--- config.mk ---
export PLATFORM = sky130hd
export DESIGN_NAME = intel_hex_record_parser_top
export DESIGN_NICKNAME = d
export VERILOG_FILES = /design/src/design/ihex_pkg.sv /design/src/design/ihex_core.sv /design/src/design/ihex_out_reg.sv /design/src/design/intel_hex_record_parser_top.sv
export SDC_FILE = /design/constraint.sdc
export NUM_CORES = 1
export LEC_CHECK = 0
export ABC_AREA = 0
export BUFFER_PORTS_ARGS = -buffer_cell sky130_fd_sc_hd__buf_2
export CELL_PAD_IN_SITES_DETAIL_PLACEMENT = 0
export CELL_PAD_IN_SITES_GLOBAL_PLACEMENT = 2
export CORE_MARGIN = 1
export CORE_UTILIZATION = 41
export CTS_BUF_LIST = sky130_fd_sc_hd__clkbuf_8
export DETAILED_ROUTE_END_ITERATION = 10
export MAX_ROUTING_LAYER = met4
export PLACE_DENSITY_LB_ADDON = 0.15
export SLEW_MARGIN = 20
export SYNTH_ARGS = -nofsm -noshare
export SYNTH_HDL_FRONTEND = slang
export SYNTH_HIERARCHICAL = 1
export SYNTH_SLANG_ARGS = --single-unit
--- constraint.sdc ---
create_clock -name clk_i -period 5.8 [get_ports clk_i]
set_input_delay 1.16 -clock clk_i [delete_from_list [all_inputs] [get_ports clk_i]]
set_output_delay 1.16 -clock clk_i [all_outputs]
set_load 0.1 [all_outputs]
--- src/design/ihex_pkg.sv ---
// ----------------------------------------------------------------------------
// ihex_pkg
// Shared types, codes and the hex digit decode of the Intel HEX parser.
// ----------------------------------------------------------------------------
package ihex_pkg;

  localparam logic [7:0]  CHAR_COLON      = 8'h3A;
  localparam logic [7:0]  CHAR_NEWLINE    = 8'h0A;
  localparam logic [16:0] IMAGE_SIZE_RST  = 17'h10000;

  typedef enum logic [2:0] {
    PH_START = 3'd0,
    PH_LEN   = 3'd1,
    PH_ADDR  = 3'd2,
    PH_TYPE  = 3'd3,
    PH_DATA  = 3'd4,
    PH_SUM   = 3'd5,
    PH_SKIP  = 3'd6
  } phase_e;

  typedef enum logic [2:0] {
    KIND_DATA   = 3'd0,
    KIND_GOOD   = 3'd1,
    KIND_EOF    = 3'd2,
    KIND_ERROR  = 3'd3,
    KIND_IGNORE = 3'd4
  } kind_e;

  typedef enum logic [2:0] {
    ERR_NONE     = 3'd0,
    ERR_NOSTART  = 3'd1,
    ERR_DIGIT    = 3'd2,
    ERR_CHECKSUM = 3'd3,
    ERR_TOOBIG   = 3'd4
  } err_e;

  localparam logic [7:0] TYPE_DATA = 8'h00;
  localparam logic [7:0] TYPE_EOF  = 8'h01;

  typedef struct packed {
    kind_e       kind;
    logic [15:0] byte_address;
    logic [7:0]  data_byte;
    err_e        error_code;
  } result_t;

  typedef struct packed {
    logic       ok;
    logic [3:0] val;
  } hex_t;

  function automatic hex_t hex_decode(input logic [7:0] c);
    hex_t h;
    h.ok  = 1'b1;
    h.val = 4'd0;
    if (c inside {[8'h30:8'h39]}) begin
      h.val = 4'(c - 8'h30);
    end else if (c inside {[8'h61:8'h66]}) begin
      h.val = 4'(c - 8'h57);
    end else if (c inside {[8'h41:8'h46]}) begin
      h.val = 4'(c - 8'h37);
    end else begin
      h.ok = 1'b0;
    end
    return h;
  endfunction

endpackage

--- src/design/ihex_core.sv ---
// ----------------------------------------------------------------------------
// ihex_core
// Record state machine: takes one character per fire and builds the result.
// ----------------------------------------------------------------------------
module ihex_core (
  input  logic              clk_i,
  input  logic              rst_ni,
  input  logic [16:0]       image_size_i,
  input  logic              fire_i,
  input  logic [7:0]        char_i,
  output logic              res_valid_o,
  output ihex_pkg::result_t res_o
);
  import ihex_pkg::*;

  phase_e      phase_q, phase_d;
  logic        pend_q, pend_d;
  logic [3:0]  high_nibble_q, high_nibble_d;
  logic        field_idx_q, field_idx_d;
  logic [7:0]  rec_len_q, rec_len_d;
  logic [15:0] rec_addr_q, rec_addr_d;
  logic [7:0]  rec_type_q, rec_type_d;
  logic [7:0]  data_cnt_q, data_cnt_d;
  logic [7:0]  sum_q, sum_d;
  logic        halted_q, halted_d;

  hex_t        hex_w;
  logic [7:0]  byte_w;
  logic [7:0]  sum_w;
  logic [7:0]  cnt_inc_w;
  logic [15:0] addr_w;
  logic [16:0] bound_w;

  assign hex_w     = hex_decode(char_i);
  assign byte_w    = {high_nibble_q, hex_w.val};
  assign sum_w     = sum_q + byte_w;
  assign cnt_inc_w = data_cnt_q + 8'd1;
  assign addr_w    = rec_addr_q + {8'd0, data_cnt_q};
  assign bound_w   = {1'b0, rec_addr_q} + {9'd0, rec_len_q};

  always_ff @(posedge clk_i or negedge rst_ni) begin
    if (!rst_ni) begin
      phase_q       <= PH_START;
      pend_q        <= 1'b0;
      high_nibble_q <= 4'd0;
      field_idx_q   <= 1'b0;
      rec_len_q     <= 8'd0;
      rec_addr_q    <= 16'd0;
      rec_type_q    <= 8'd0;
      data_cnt_q    <= 8'd0;
      sum_q         <= 8'd0;
      halted_q      <= 1'b0;
    end else begin
      phase_q       <= phase_d;
      pend_q        <= pend_d;
      high_nibble_q <= high_nibble_d;
      field_idx_q   <= field_idx_d;
      rec_len_q     <= rec_len_d;
      rec_addr_q    <= rec_addr_d;
      rec_type_q    <= rec_type_d;
      data_cnt_q    <= data_cnt_d;
      sum_q         <= sum_d;
      halted_q      <= halted_d;
    end
  end

  always_comb begin
    phase_d       = phase_q;
    pend_d        = pend_q;
    high_nibble_d = high_nibble_q;
    field_idx_d   = field_idx_q;
    rec_len_d     = rec_len_q;
    rec_addr_d    = rec_addr_q;
    rec_type_d    = rec_type_q;
    data_cnt_d    = data_cnt_q;
    sum_d         = sum_q;
    halted_d      = halted_q;
    res_valid_o   = 1'b0;
    res_o         = '{kind: KIND_DATA, byte_address: 16'd0, data_byte: 8'd0,
                      error_code: ERR_NONE};

    if (fire_i && !halted_q) begin
      case (phase_q)
        PH_START: begin
          if (char_i != CHAR_COLON) begin
            halted_d         = 1'b1;
            res_valid_o      = 1'b1;
            res_o.kind       = KIND_ERROR;
            res_o.error_code = ERR_NOSTART;
          end else begin
            phase_d       = PH_LEN;
            pend_d        = 1'b0;
            high_nibble_d = 4'd0;
            field_idx_d   = 1'b0;
            rec_len_d     = 8'd0;
            rec_addr_d    = 16'd0;
            rec_type_d    = 8'd0;
            data_cnt_d    = 8'd0;
            sum_d         = 8'd0;
          end
        end
        PH_SKIP: begin
          if (char_i == CHAR_NEWLINE) begin
            phase_d = PH_START;
          end
        end
        default: begin
          if (!hex_w.ok) begin
            halted_d         = 1'b1;
            res_valid_o      = 1'b1;
            res_o.kind       = KIND_ERROR;
            res_o.error_code = ERR_DIGIT;
          end else if (!pend_q) begin
            high_nibble_d = hex_w.val;
            pend_d        = 1'b1;
          end else begin
            pend_d = 1'b0;
            case (phase_q)
              PH_LEN: begin
                rec_len_d   = byte_w;
                sum_d       = sum_w;
                field_idx_d = 1'b0;
                phase_d     = PH_ADDR;
              end
              PH_ADDR: begin
                sum_d = sum_w;
                if (!field_idx_q) begin
                  rec_addr_d  = {byte_w, 8'd0};
                  field_idx_d = 1'b1;
                end else begin
                  rec_addr_d  = {rec_addr_q[15:8], byte_w};
                  field_idx_d = 1'b0;
                  phase_d     = PH_TYPE;
                end
              end
              PH_TYPE: begin
                rec_type_d = byte_w;
                sum_d      = sum_w;
                data_cnt_d = 8'd0;
                phase_d    = (rec_len_q == 8'd0) ? PH_SUM : PH_DATA;
              end
              PH_DATA: begin
                sum_d      = sum_w;
                data_cnt_d = cnt_inc_w;
                if (cnt_inc_w == rec_len_q) begin
                  phase_d = PH_SUM;
                end
                if (rec_type_q == TYPE_DATA) begin
                  res_valid_o        = 1'b1;
                  res_o.kind         = KIND_DATA;
                  res_o.byte_address = addr_w;
                  res_o.data_byte    = byte_w;
                end
              end
              default: begin
                phase_d     = PH_SKIP;
                res_valid_o = 1'b1;
                if (rec_type_q == TYPE_DATA) begin
                  // checksum good when the byte sum including it wraps to zero
                  if (sum_w != 8'd0) begin
                    halted_d         = 1'b1;
                    res_o.kind       = KIND_ERROR;
                    res_o.error_code = ERR_CHECKSUM;
                  end else if (bound_w > image_size_i) begin
                    halted_d         = 1'b1;
                    res_o.kind       = KIND_ERROR;
                    res_o.error_code = ERR_TOOBIG;
                  end else begin
                    res_o.kind = KIND_GOOD;
                  end
                end else if (rec_type_q == TYPE_EOF) begin
                  halted_d   = 1'b1;
                  res_o.kind = KIND_EOF;
                end else begin
                  res_o.kind = KIND_IGNORE;
                end
              end
            endcase
          end
        end
      endcase
    end
  end

endmodule

--- src/design/ihex_out_reg.sv ---
// ----------------------------------------------------------------------------
// ihex_out_reg
// Result register holding one result until its transfer on the output side.
// ----------------------------------------------------------------------------
module ihex_out_reg (
  input  logic              clk_i,
  input  logic              rst_ni,
  input  logic              load_i,
  input  ihex_pkg::result_t res_i,
  output logic              free_o,
  output logic              out_valid_o,
  input  logic              out_ready_i,
  output ihex_pkg::result_t res_o
);
  import ihex_pkg::*;

  logic    valid_q, valid_d;
  result_t res_q;

  assign free_o      = !valid_q || out_ready_i;
  assign out_valid_o = valid_q;
  assign res_o       = res_q;

  always_comb begin
    valid_d = valid_q;
    if (load_i) begin
      valid_d = 1'b1;
    end else if (out_ready_i) begin
      valid_d = 1'b0;
    end
  end

  always_ff @(posedge clk_i or negedge rst_ni) begin
    if (!rst_ni) begin
      valid_q <= 1'b0;
    end else begin
      valid_q <= valid_d;
    end
  end

  always_ff @(posedge clk_i) begin
    if (load_i) begin
      res_q <= res_i;
    end
  end

endmodule

--- src/design/intel_hex_record_parser_top.sv ---
// ----------------------------------------------------------------------------
// intel_hex_record_parser_top
// Intel HEX record parser: one text character in, at most one result out.
// ----------------------------------------------------------------------------
// Takes one character per clock with no bubbles: a character transfers into
// the input register, the record state machine decodes it from there and
// writes any result into the output register, from which it transfers on the
// outputs. Throughput is one character per cycle; it drops only while the
// output register is full and out_ready_i is low. Data bytes of type 0 records
// are reported at once and stay tentative until the record verdict. After an
// error or end of file the block drops every character until reset.
module intel_hex_record_parser_top (
  input  logic        clk_i,
  input  logic        rst_ni,
  input  logic        image_size_we_i,
  input  logic [16:0] image_size_i,
  input  logic        in_valid_i,
  output logic        in_ready_o,
  input  logic [7:0]  char_in_i,
  output logic        out_valid_o,
  input  logic        out_ready_i,
  output logic [2:0]  kind_o,
  output logic [15:0] byte_address_o,
  output logic [7:0]  data_byte_o,
  output logic [2:0]  error_code_o
);
  import ihex_pkg::*;

  logic [16:0] image_size_q;
  logic        char_vld_q;
  logic [7:0]  char_q;
  logic        free_w;
  logic        fire_w;
  logic        res_vld_w;
  result_t     res_w;
  result_t     out_res_w;

  assign fire_w     = char_vld_q && free_w;
  assign in_ready_o = !char_vld_q || fire_w;

  always_ff @(posedge clk_i or negedge rst_ni) begin
    if (!rst_ni) begin
      image_size_q <= IMAGE_SIZE_RST;
      char_vld_q   <= 1'b0;
    end else begin
      if (image_size_we_i) begin
        image_size_q <= image_size_i;
      end
      if (in_ready_o) begin
        char_vld_q <= in_valid_i;
      end
    end
  end

  always_ff @(posedge clk_i) begin
    if (in_valid_i && in_ready_o) begin
      char_q <= char_in_i;
    end
  end

  ihex_core u_core (
    .clk_i        (clk_i),
    .rst_ni       (rst_ni),
    .image_size_i (image_size_q),
    .fire_i       (fire_w),
    .char_i       (char_q),
    .res_valid_o  (res_vld_w),
    .res_o        (res_w)
  );

  ihex_out_reg u_out_reg (
    .clk_i       (clk_i),
    .rst_ni      (rst_ni),
    .load_i      (res_vld_w),
    .res_i       (res_w),
    .free_o      (free_w),
    .out_valid_o (out_valid_o),
    .out_ready_i (out_ready_i),
    .res_o       (out_res_w)
  );

  assign kind_o         = out_res_w.kind;
  assign byte_address_o = out_res_w.byte_address;
  assign data_byte_o    = out_res_w.data_byte;
  assign error_code_o   = out_res_w.error_code;

endmodule

==> results.toml, run 1 <==
[outcome]
outcome = "complete, no violations"

[die]
die_y_um = 133
ios = 62
coreArea_um2 = 16700
rows = 47
start_util_pct = 42.2
dieArea_um2 = 17700
die_w_um = 133

[grt]
grt_usage_pct = 21.4
use_met3_pct = 4.98
antenna_found_initial = 0
grt_start_max_net_pins = 78
grt_pass1_wl_mm = 28.0
grt_use_met2_pct = 34.4
grt_overflow = 0
first_global_vias = 5244
top_usage_layer = "met2"
grtUsageMet1_pct = 26.7

[logic_synthesis]
ys_seq_area_share_pct = 43.5
ys_types = 75
syn_area_um2 = 7050
synth_warnings = 6
synth_fa_ha_area_share_pct = 8.83
yosysMostFrequentCell = "dfrtp_1"
synth_top_area_share_pct = 27.0
ys_ff_latch = 115
yosys-top-cells-count = "dfrtp_1, nor2_1, nand2_1"
synth-compound-area-share_pct = 14.8
synthTopCellsByArea = "dfrtp_1, edfxtp_1, ha_1"
synth-main-ff-cell = "dfrtp_1"
synth_top_cell_by_area = "dfrtp_1"
syn-num-nets = 792
netlist_instances = 714
syn_area_per_cell_um2 = 9.88
synthMuxAreaShare_pct = 6.69
async_flop_share_pct = 67.0
yosys.area_share.simple_pct = 16.7
synth_edf_count = 38
synth_xor_area_share_pct = 4.97
synth_top_family_by_area = "simple AND/OR/NAND/NOR gates"

[job]
max_cap_violations = 0

[clock_tree]
numClockSinks = 115
clk_path_buf_depth = 2
clk_pin_slew_ns = 0.07
post_cts_resized = 0
cts-root-buf = "clkbuf_8"
cts_inserted_buffers = 17
htree_levels = 4
clk_latency_ns = 0.44
post_cts_buffers = 0
cts_hold_buf = 0
cts_tree = "built"

[pwr]
total_leakage_power_nw = 3.54
p_switching_uw = 583
clkPwrFrac_pct = 41.5
p_int_mw = 1.51
peakVddDrop_mv = 0.189
seqPwrFrac_pct = 44.2
power_density_nw_per_um2 = 262
combPwrFrac_pct = 14.4
switching_share_pct = 27.8

[sta]
period_minus_slack_ns = 4.40
slew_headroom_pct = 22.4
clock_skew_ns = 0.0134
fmax_mhz = 227
hold_violations = 0
rsz0062_at_grt = "false"
finalSetupTns_ns = 0
fin_crit_sh_pct = 75.9
tightest_slew_ns = 1.15
setup_violations = 0
slew_violations = 0

[setup_path]
end_kind = "flop"
crit_required_ns = 6.03
critPathLaunchType = "flop"
crit_arrival_ns = 4.64
crit_fanout = 14
path_class = "reg2reg"

[finish]
drive_above_1_share_pct = 18.3
nets = 842
n_antenna_cell = 0
syn2layout_area_growth_pct = 13.3
nFillCells = 1608
fin_util_pct = 47.8

[routing]
viasPerCell = 5.40
drtIter0Drc = 336
drt-pass1-iter-count = 4
ant_nets = 0
routed_wl_mm = 17.3
wire_per_inst_um = 17.4
vias = 5388
drcViolationCount = 0

[place]
place_hpwl_mm = 12.6
io_buffers = 61
gp_congestion = 0.839

[min_path]
hold_path_class = "reg2reg"
[registers in the layout, indices dropped and copies added (netlist names), 2 cells and up, named ones only]
signal	cells
u_core/phase_q	2
u_core/high_nibble_q	4
u_core/data_cnt_q	8
u_core/rec_addr_q	16
u_core/rec_len_q	8
char_q	8
u_out_reg/res_o	30
u_core/rec_type_q	8
image_size_q	17
u_core/sum_q	8
[cells by family after synthesis]
| kind of cell | count (synthesis) |
|---|---|
| and+or+nand+nor | 241 |
| adders and majority gates | 48 |
| DFF | 115 |
| xor gates and xnor gates | 40 |
| muxes | 39 |
| AOI/OAI and AO/OA | 155 |
| buffers and inverters | 76 |
[stage by stage]
step	setup slack (ns)	power, mW	cells	instance area, um^2	hold slack [ns]
2_1_floorplan	1.95	1.16	714	7050	0.434
3_3_place_gp	1.40	1.24	964	7510	0.458
3_5_place_dp	1.45	1.24	964	7510	0.464
4_1_cts	1.37	2.12	996	7970	0.478
5_1_grt	0.963	2.19	997	7990	0.499
6_report	1.40	2.09	997	7990	0.483
[power groups by stage]
stage | clock network, mW | logic [mW] | registers (mW)
2_1_floorplan | 0 | 0.139 | 1.02
3_3_place_gp | 0 | 0.297 | 0.939
3_5_place_dp | 0 | 0.300 | 0.940
4_1_cts | 0.896 | 0.301 | 0.924
5_1_grt | 0.931 | 0.326 | 0.930
6_report | 0.867 | 0.301 | 0.924
[final cells by class]
class                   instances  area (um^2)  share of cell area, %
inverters                      43          161                   2.02
flip-flops and latches        115         3070                   38.4
clock buffers                  20          275                   3.44
repair buffers                 64          342                   4.27
well taps                     220          275                   3.44
clock inverters                12          186                   2.33
multi-input cells             523         3680                   46.1
[worst max-delay path, cell delays in order, from the launching register on]
cell and delay, ns:
edfxtp_1 0.44, inv_1 0.17, ha_1 0.19, o21bai_1 0.10, a2111oi_4 0.75, mux2i_1 0.40
nor2_1 0.15, fa_1 0.48, a211oi_1 0.41, nor2_1 0.09, a211oi_1 0.36, o2111ai_1 0.28
nor4_1 0.37
[final timing paths]
kind / start / to / slack, ns / cells past startpoint
worst max register to register: char_q[0] / u_out_reg/res_o[2] / 1.40 / 12
min in group asynchronous: rst_ni / image_size_q[9] / 0.76 / 1
worst min-delay path: u_core/halted_q / u_core/halted_q / 0.48 / 1
max in group asynchronous: rst_ni / u_core/rec_addr_q[15] / 4.52 / 1
worst max-delay path: char_q[0] / u_out_reg/res_o[2] / 1.40 / 12
worst min register to register: u_core/halted_q / u_core/halted_q / 0.48 / 1
[routing by layer]
metal | part of all wire (%) | up-vias
met1 | 46 | 2577
li1 | - | 2677
met2 | 48 | 109
met3 | 4.1 | 25
met4 | 1.8 | 0
met5 | 0 | -
[placed cells by master, fill, tap and decap left out, types with 9 or more instances in the layout]
master,instances
a21oi_1,36
and3_1,9
buf_2,60
clkbuf_8,20
dfrtp_1,76
edfxtp_1,38
ha_1,45
inv_1,46
mux2_2,24
mux2_4,10
nand2_1,65
nand3_1,27
nor2_1,68
nor2b_1,10
o21ai_0,32
o21ai_1,11
or3_1,9
xnor2_1,25
xor2_1,15
(Power assumes the default switching activity.)
==> inputs of run 2 (changes only) <==
- CORE_UTILIZATION: 41 -> 36
- clock period: 5.8 -> 3.9 ns (I/O delays scaled with it)
==> run 2 against run 1 <==
  * Via count up 2.5%
  * Clock skew is 0.0061 ns lower
  * Hold slack got worse by 0.014 ns
  * Critical path type unchanged
  * Clock power grew 50%
  * Critical path depth up 4
  * Setup slack worse by 1.3 ns
  * Routed wire length rose by 4.9%
  * Highest routed layer unchanged
  * Largest cell class unchanged
==> results.toml, run 2 (synthesized netlist as in run 1, its figures left out) <==
[outcome]
outcome = "complete, no violations"

[clock_tree]
clk_latency_ns = 0.44
cts_inserted_buffers = 17
cts-root-buf = "clkbuf_8"
clk_path_buf_depth = 2
htree_levels = 4
cts_tree = "built"
numClockSinks = 115
clk_pin_slew_ns = 0.08

[die]
rows = 50
dieArea_um2 = 20200
ios = 62
start_util_pct = 37.2
die_w_um = 142
coreArea_um2 = 19000
die_y_um = 142

[finish]
multi_input_area_um2 = 3720
final_cell_mix = "dfrtp_1, nor2_1, nand2_1, buf_2, ha_1"
nFillCells = 1836
n_antenna_cell = 0
nets = 870
syn2layout_area_growth_pct = 17.4
drive_above_1_share_pct = 22.5
layout.area.seq_um2 = 3070
largest_reg_flops = 30
final_common_cell = "dfrtp_1"
finalInstanceArea_um2 = 8280

[place]
io_buffers = 61
place_area_um2 = 7760
place_hpwl_mm = 13.5
gp_congestion = 0.894

[routing]
routed_wl_mm = 18.2
drt-pass1-iter-count = 4
viasPerCell = 5.18
wire_per_inst_um = 17.1
vias = 5521
ant_nets = 0
drtIter0Drc = 364
drcViolationCount = 0

[sta]
hold_violations = 0
setup_violations = 0
clock_skew_ns = 0.00734
rsz0062_at_grt = "false"
tightest_slew_ns = 0.924
slew_headroom_pct = 38.4
fmax_mhz = 266
period_minus_slack_ns = 3.76
fin_crit_sh_pct = 96.5
slew_violations = 0
finalSetupTns_ns = 0

[grt]
antenna_found_initial = 0
grt_usage_pct = 19.8
grt_pass1_wl_mm = 29.4
grt_start_max_net_pins = 69
first_global_vias = 5579
grt_overflow = 0

[setup_path]
crit_family = "simple AND/OR/NAND/NOR gates"
worstReg2RegEnd = "u_core/halted_q"
reg2reg_from = "u_core/rec_len_q[1]"
crit_fanout = 5
crit_buf_inv = 2
cp.depth = 16
max_stage_delay_ns = 0.47
crit_required_ns = 4.22
cp_cell_sequence = "ha_1, a21oi_1, o21ai_1, or4_1, a31o_2, nand3_1, xnor2_1, ha_1, nand4_1, nor4_2, buf_4, nand4_1, o41ai_2, buf_4, a32oi_1, or2_1"
end_kind = "flop"
crit_arrival_ns = 4.09
ff2ff_path_depth = 16
path_class = "reg2reg"
crit_slowest_cell = "or4_1"
r2r_setup_slack_ns = 0.14
critPathLaunchType = "flop"

[pwr]
power_density_nw_per_um2 = 379
peakVddDrop_mv = 0.170
p_total_mw = 3.14
total_leakage_power_nw = 3.66

[min_path]
hold_path_class = "in2async"

[job]
max_cap_violations = 0
[run 2: cell count changes in the layout (fill, tap and decap cells not counted), sizes merged]
| cell | before | now |
|---|---|---|
| clkbuf | 20 | 17 |
| inv | 47 | 45 |
| clkinvlp | 0 | 2 |
| buf | 64 | 92 |
| clkinv | 3 | 6 |
[run 2: area by class of cell]
| class | instances | share of cell area (%) |
|---|---|---|
| Timing Repair Buffer | 92 | 6.53 |
| Inverter | 43 | 1.95 |
| Multi-Input combinational cell | 523 | 44.9 |
| Clock buffer | 17 | 2.83 |
| Sequential cell | 115 | 37.1 |
| Clock inverter | 15 | 2.80 |
| Tap cell | 260 | 3.93 |
[run 2: repair_timing]
| item | in CTS | in global routing |
|---|---|---|
| hold buffers | 0 | 0 |
| gates resized for setup | 0 | 12 |
| setup endpoints to repair | 0 | 5 |
| buffers inserted | 0 | 2 |
[run 2: per-stage QoR]
stage | setup WS (ns) | cells | hold slack [ns] | util (%)
finish | 0.135 | 1065 | 0.468 | 43.7
global route | 0.00624 | 1065 | 0.477 | 43.7
CTS | 0.0330 | 1063 | 0.480 | 43.4
detailed placement | 0.104 | 1031 | 0.479 | 40.9
global placement | 0.191 | 1031 | 0.468 | 40.9
floorplan | 0.168 | 714 | 0.434 | -
[run 2: worst max path at each step]
stage,from,to,slack [ns]
CTS,u_core/rec_len_q[1],u_out_reg/res_o[2],0.03
detailed placement,char_q[0],u_out_reg/res_o[0],0.10
global placement,u_core/rec_len_q[1],u_out_reg/res_o[2],0.19
finish,u_core/rec_len_q[1],u_core/halted_q,0.14
floorplan,char_q[0],u_core/halted_q,0.17
global route,u_core/rec_len_q[1],u_core/halted_q,0.006
[run 2: report_power, final]
part | total [mW] | internal [mW] | leakage (nW) | switching [mW]
logic | 0.462 | 0.135 | 2.08 | 0.327
registers | 1.37 | 1.31 | 1.35 | 0.0569
clock network | 1.30 | 0.767 | 0.227 | 0.536
[run 2: per-layer routing]
metal / vias to the layer above / routed length [um] / GRT usage, %
li1: 2718 / - / -
met1: 2693 / 8370 / 24.6
met2: 93 / 9030 / 32.7
met3: 17 / 466 / 3.57
met4: 0 / 299 / 6.62
met5: - / 0 / -
[run 2: worst reg2reg max path: cells and delay by family (launching register included)]
family / cells / cell delay [ns]
simple gates: 6 / 1.36
compound gates: 5 / 0.77
fa+ha+maj: 2 / 0.63
flops: 1 / 0.45
buf+inv: 2 / 0.36
xor+xnor: 1 / 0.10
==> inputs of run 3 (changes only) <==
- ABC_AREA: 0 -> 1
- CORE_UTILIZATION: 36 -> 33
==> run 3 against run 2 <==
  * Routed wire length up 9.7%
  * Critical endpoint is now u_out_reg/res_o[28]
  * Sequential power fell by 7%
  * First-iteration DRC count shrank 3.0%
  * Highest routed layer unchanged
  * Critical path depth increased by 5
  * Synthesized cell count rose by 31%
==> results.toml, run 3 <==
[logic_synthesis]
netlist_instances = 933
yosys-top-cells-count = "nand2_1, inv_1, nor2_1"
synth_top_cell_by_area = "dfrtp_1"
syn-num-nets = 1011
ys_types = 44
synth_warnings = 6
syn_area_um2 = 7200
synthTopCellsByArea = "dfrtp_1, edfxtp_1, nand2_1"
synth-main-ff-cell = "dfrtp_1"
ys_ff_latch = 115
synth_top_area_share_pct = 26.4
async_flop_share_pct = 67.0
syn_area_per_cell_um2 = 7.72
ys_seq_area_share_pct = 42.6
yosysMostFrequentCell = "nand2_1"
synth_edf_count = 38

[routing]
viasPerCell = 4.69
routed_wl_mm = 19.9
drt-pass1-iter-count = 5
vias = 6057
top_signal_layer_used = "met4"
wire_per_inst_um = 15.4
ant_nets = 0
wl_met3_um = 448
drcViolationCount = 0
wl_met2_mm = 9.97
drtIter0Drc = 353
wl_met1_mm = 9.36

[pwr]
seqPwrFrac_pct = 48.1
p_int_mw = 2.01
power_density_nw_per_um2 = 322
combPwrFrac_pct = 4.6
switching_share_pct = 24.5
total_leakage_power_nw = 4.09
p_switching_uw = 653
clkPwrFrac_pct = 47.3
peakVddDrop_mv = 0.246

[die]
die_y_um = 150
rows = 53
coreArea_um2 = 21200
dieArea_um2 = 22400
die_w_um = 150
ios = 62
start_util_pct = 33.9

[setup_path]
crit_fanout = 6
end_kind = "flop"
reg2reg_from = "char_q[0]"
r2r_setup_slack_ns = 0.26
worstReg2RegEnd = "u_out_reg/res_o[28]"
critPathLaunchType = "flop"
ff2ff_path_depth = 21
path_class = "reg2reg"
critical_path.startpoint = "char_q[0]"
crit_arrival_ns = 3.85
crit_required_ns = 4.11

[sta]
fmax_mhz = 275
worst_slack_ns = 0.264
period_minus_slack_ns = 3.64
slew_headroom_pct = 47.6
slew_violations = 0
tightest_slew_ns = 0.779
setup_violations = 0
fin_crit_sh_pct = 93.2
finalSetupTns_ns = 0
hold_violations = 0
timing.hold.ws_ns = 0.297
clock_skew_ns = 0.00889

[place]
placedCellCount = 1259
place_hpwl_mm = 15.1
gp_congestion = 0.827
place_ws_ns = 0.115
io_buffers = 61

[clock_tree]
cts_tree = "built"
post_cts_resized = 0
htree_levels = 4
clk_path_buf_depth = 2
post_cts_buffers = 0
numClockSinks = 115
cts_inserted_buffers = 17
clk_latency_ns = 0.44
cts_hold_buf = 0
clk_pin_slew_ns = 0.08
cts-root-buf = "clkbuf_8"

[grt]
antenna_found_initial = 0
first_global_vias = 5997
grt_start_max_net_pins = 38
grt_pass1_wl_mm = 32.0
grt_overflow = 0
grt_usage_pct = 19.6

[finish]
final_cell_mix = "nand2_1, inv_1, dfrtp_1, nor2_1, buf_2"
n_antenna_cell = 0
syn2layout_area_growth_pct = 15.0
largest_reg_flops = 30
nets = 1081
final_common_cell = "nand2_1"
drive_above_1_share_pct = 13.9
instances_no_fill = 1291
fin_util_pct = 39.0

[job]
max_cap_violations = 0

[outcome]
outcome = "complete, no violations"

[min_path]
hold_path_class = "in2async"
==> run 3: cell count changes after synthesis, sizes merged, moves of 20 or more <==
| cell | delta |
|---|---|
| clkbuf | -21 |
| inv | +119 |
| mux2 | -35 |
| nand2 | +198 |
| o21ai | +25 |
| xnor2 | -20 |
==> run 3: power by group through the flow <==
stage          sequential (mW)  combinational (mW)  clock (mW)
5_1_grt                   1.29               0.144        1.36
2_1_floorplan             1.30              0.0720           0
3_5_place_dp              1.31               0.125           0
4_1_cts                   1.28               0.126        1.31
3_3_place_gp              1.31               0.125           0
6_report                  1.28               0.123        1.26
==> run 3: cells by family after synthesis <==
group	Yosys count	synth area share (%)
XOR/XNOR	22	2.68
flip-flops	115	42.6
adder cells (fa/ha/maj)	48	8.66
buffers and inverters	178	9.73
AND/OR/NAND/NOR	437	26.2
AO/OA/AOI/OAI	133	10.1
==> run 3: per-layer routing <==
| layer | up-vias | track usage (%) |
|---|---|---|
| met3 | 12 | 3.54 |
| li1 | 3141 | - |
| met4 | 0 | 4.60 |
| met1 | 2824 | 24.4 |
| met5 | - | - |
| met2 | 80 | 32.9 |
==> run 3: final cells by class <==
cell class / instances / area, um^2
fillers: 2294 / 12900
multi-input cells: 640 / 3460
flip-flops and latches: 115 / 3070
inverters: 162 / 608
repair buffers: 67 / 353
well taps: 275 / 344
clock buffers: 17 / 234
clock inverters: 15 / 206
==> run 3: metrics by stage <==
stage | area (um^2) | power (mW)
2_1_floorplan | 7200 | 1.37
3_3_place_gp | 7820 | 1.43
3_5_place_dp | 7820 | 1.43
4_1_cts | 8260 | 2.72
5_1_grt | 8280 | 2.78
6_report | 8280 | 2.66
==> run 3: how the worst max path moves through the flow <==
stage                          end  cells past startpoint
6_report       u_out_reg/res_o[28]                     21
5_1_grt        u_out_reg/res_o[28]                     23
4_1_cts        u_out_reg/res_o[28]                     23
3_5_place_dp   u_out_reg/res_o[28]                     23
3_3_place_gp   u_out_reg/res_o[28]                     21
2_1_floorplan   u_out_reg/res_o[0]                     11
==> run 3: critical path: stages (launching register included) <==
cell	delay, ns
edfxtp_1	0.48
inv_1	0.10
ha_1	0.22
o21ai_1	0.12
nand2_1	0.09
nand2_2	0.18
xor2_2	0.18
nand2_1	0.09
inv_1	0.12
ha_1	0.24
fa_1	0.44
or2_2	0.28
nor2_1	0.12
nand3_1	0.08
nor2_1	0.08
nand2_1	0.06
nor2_1	0.19
nand3_1	0.10
nand2_1	0.09
nand2_1	0.05
nand2_1	0.07
inv_1	0.04
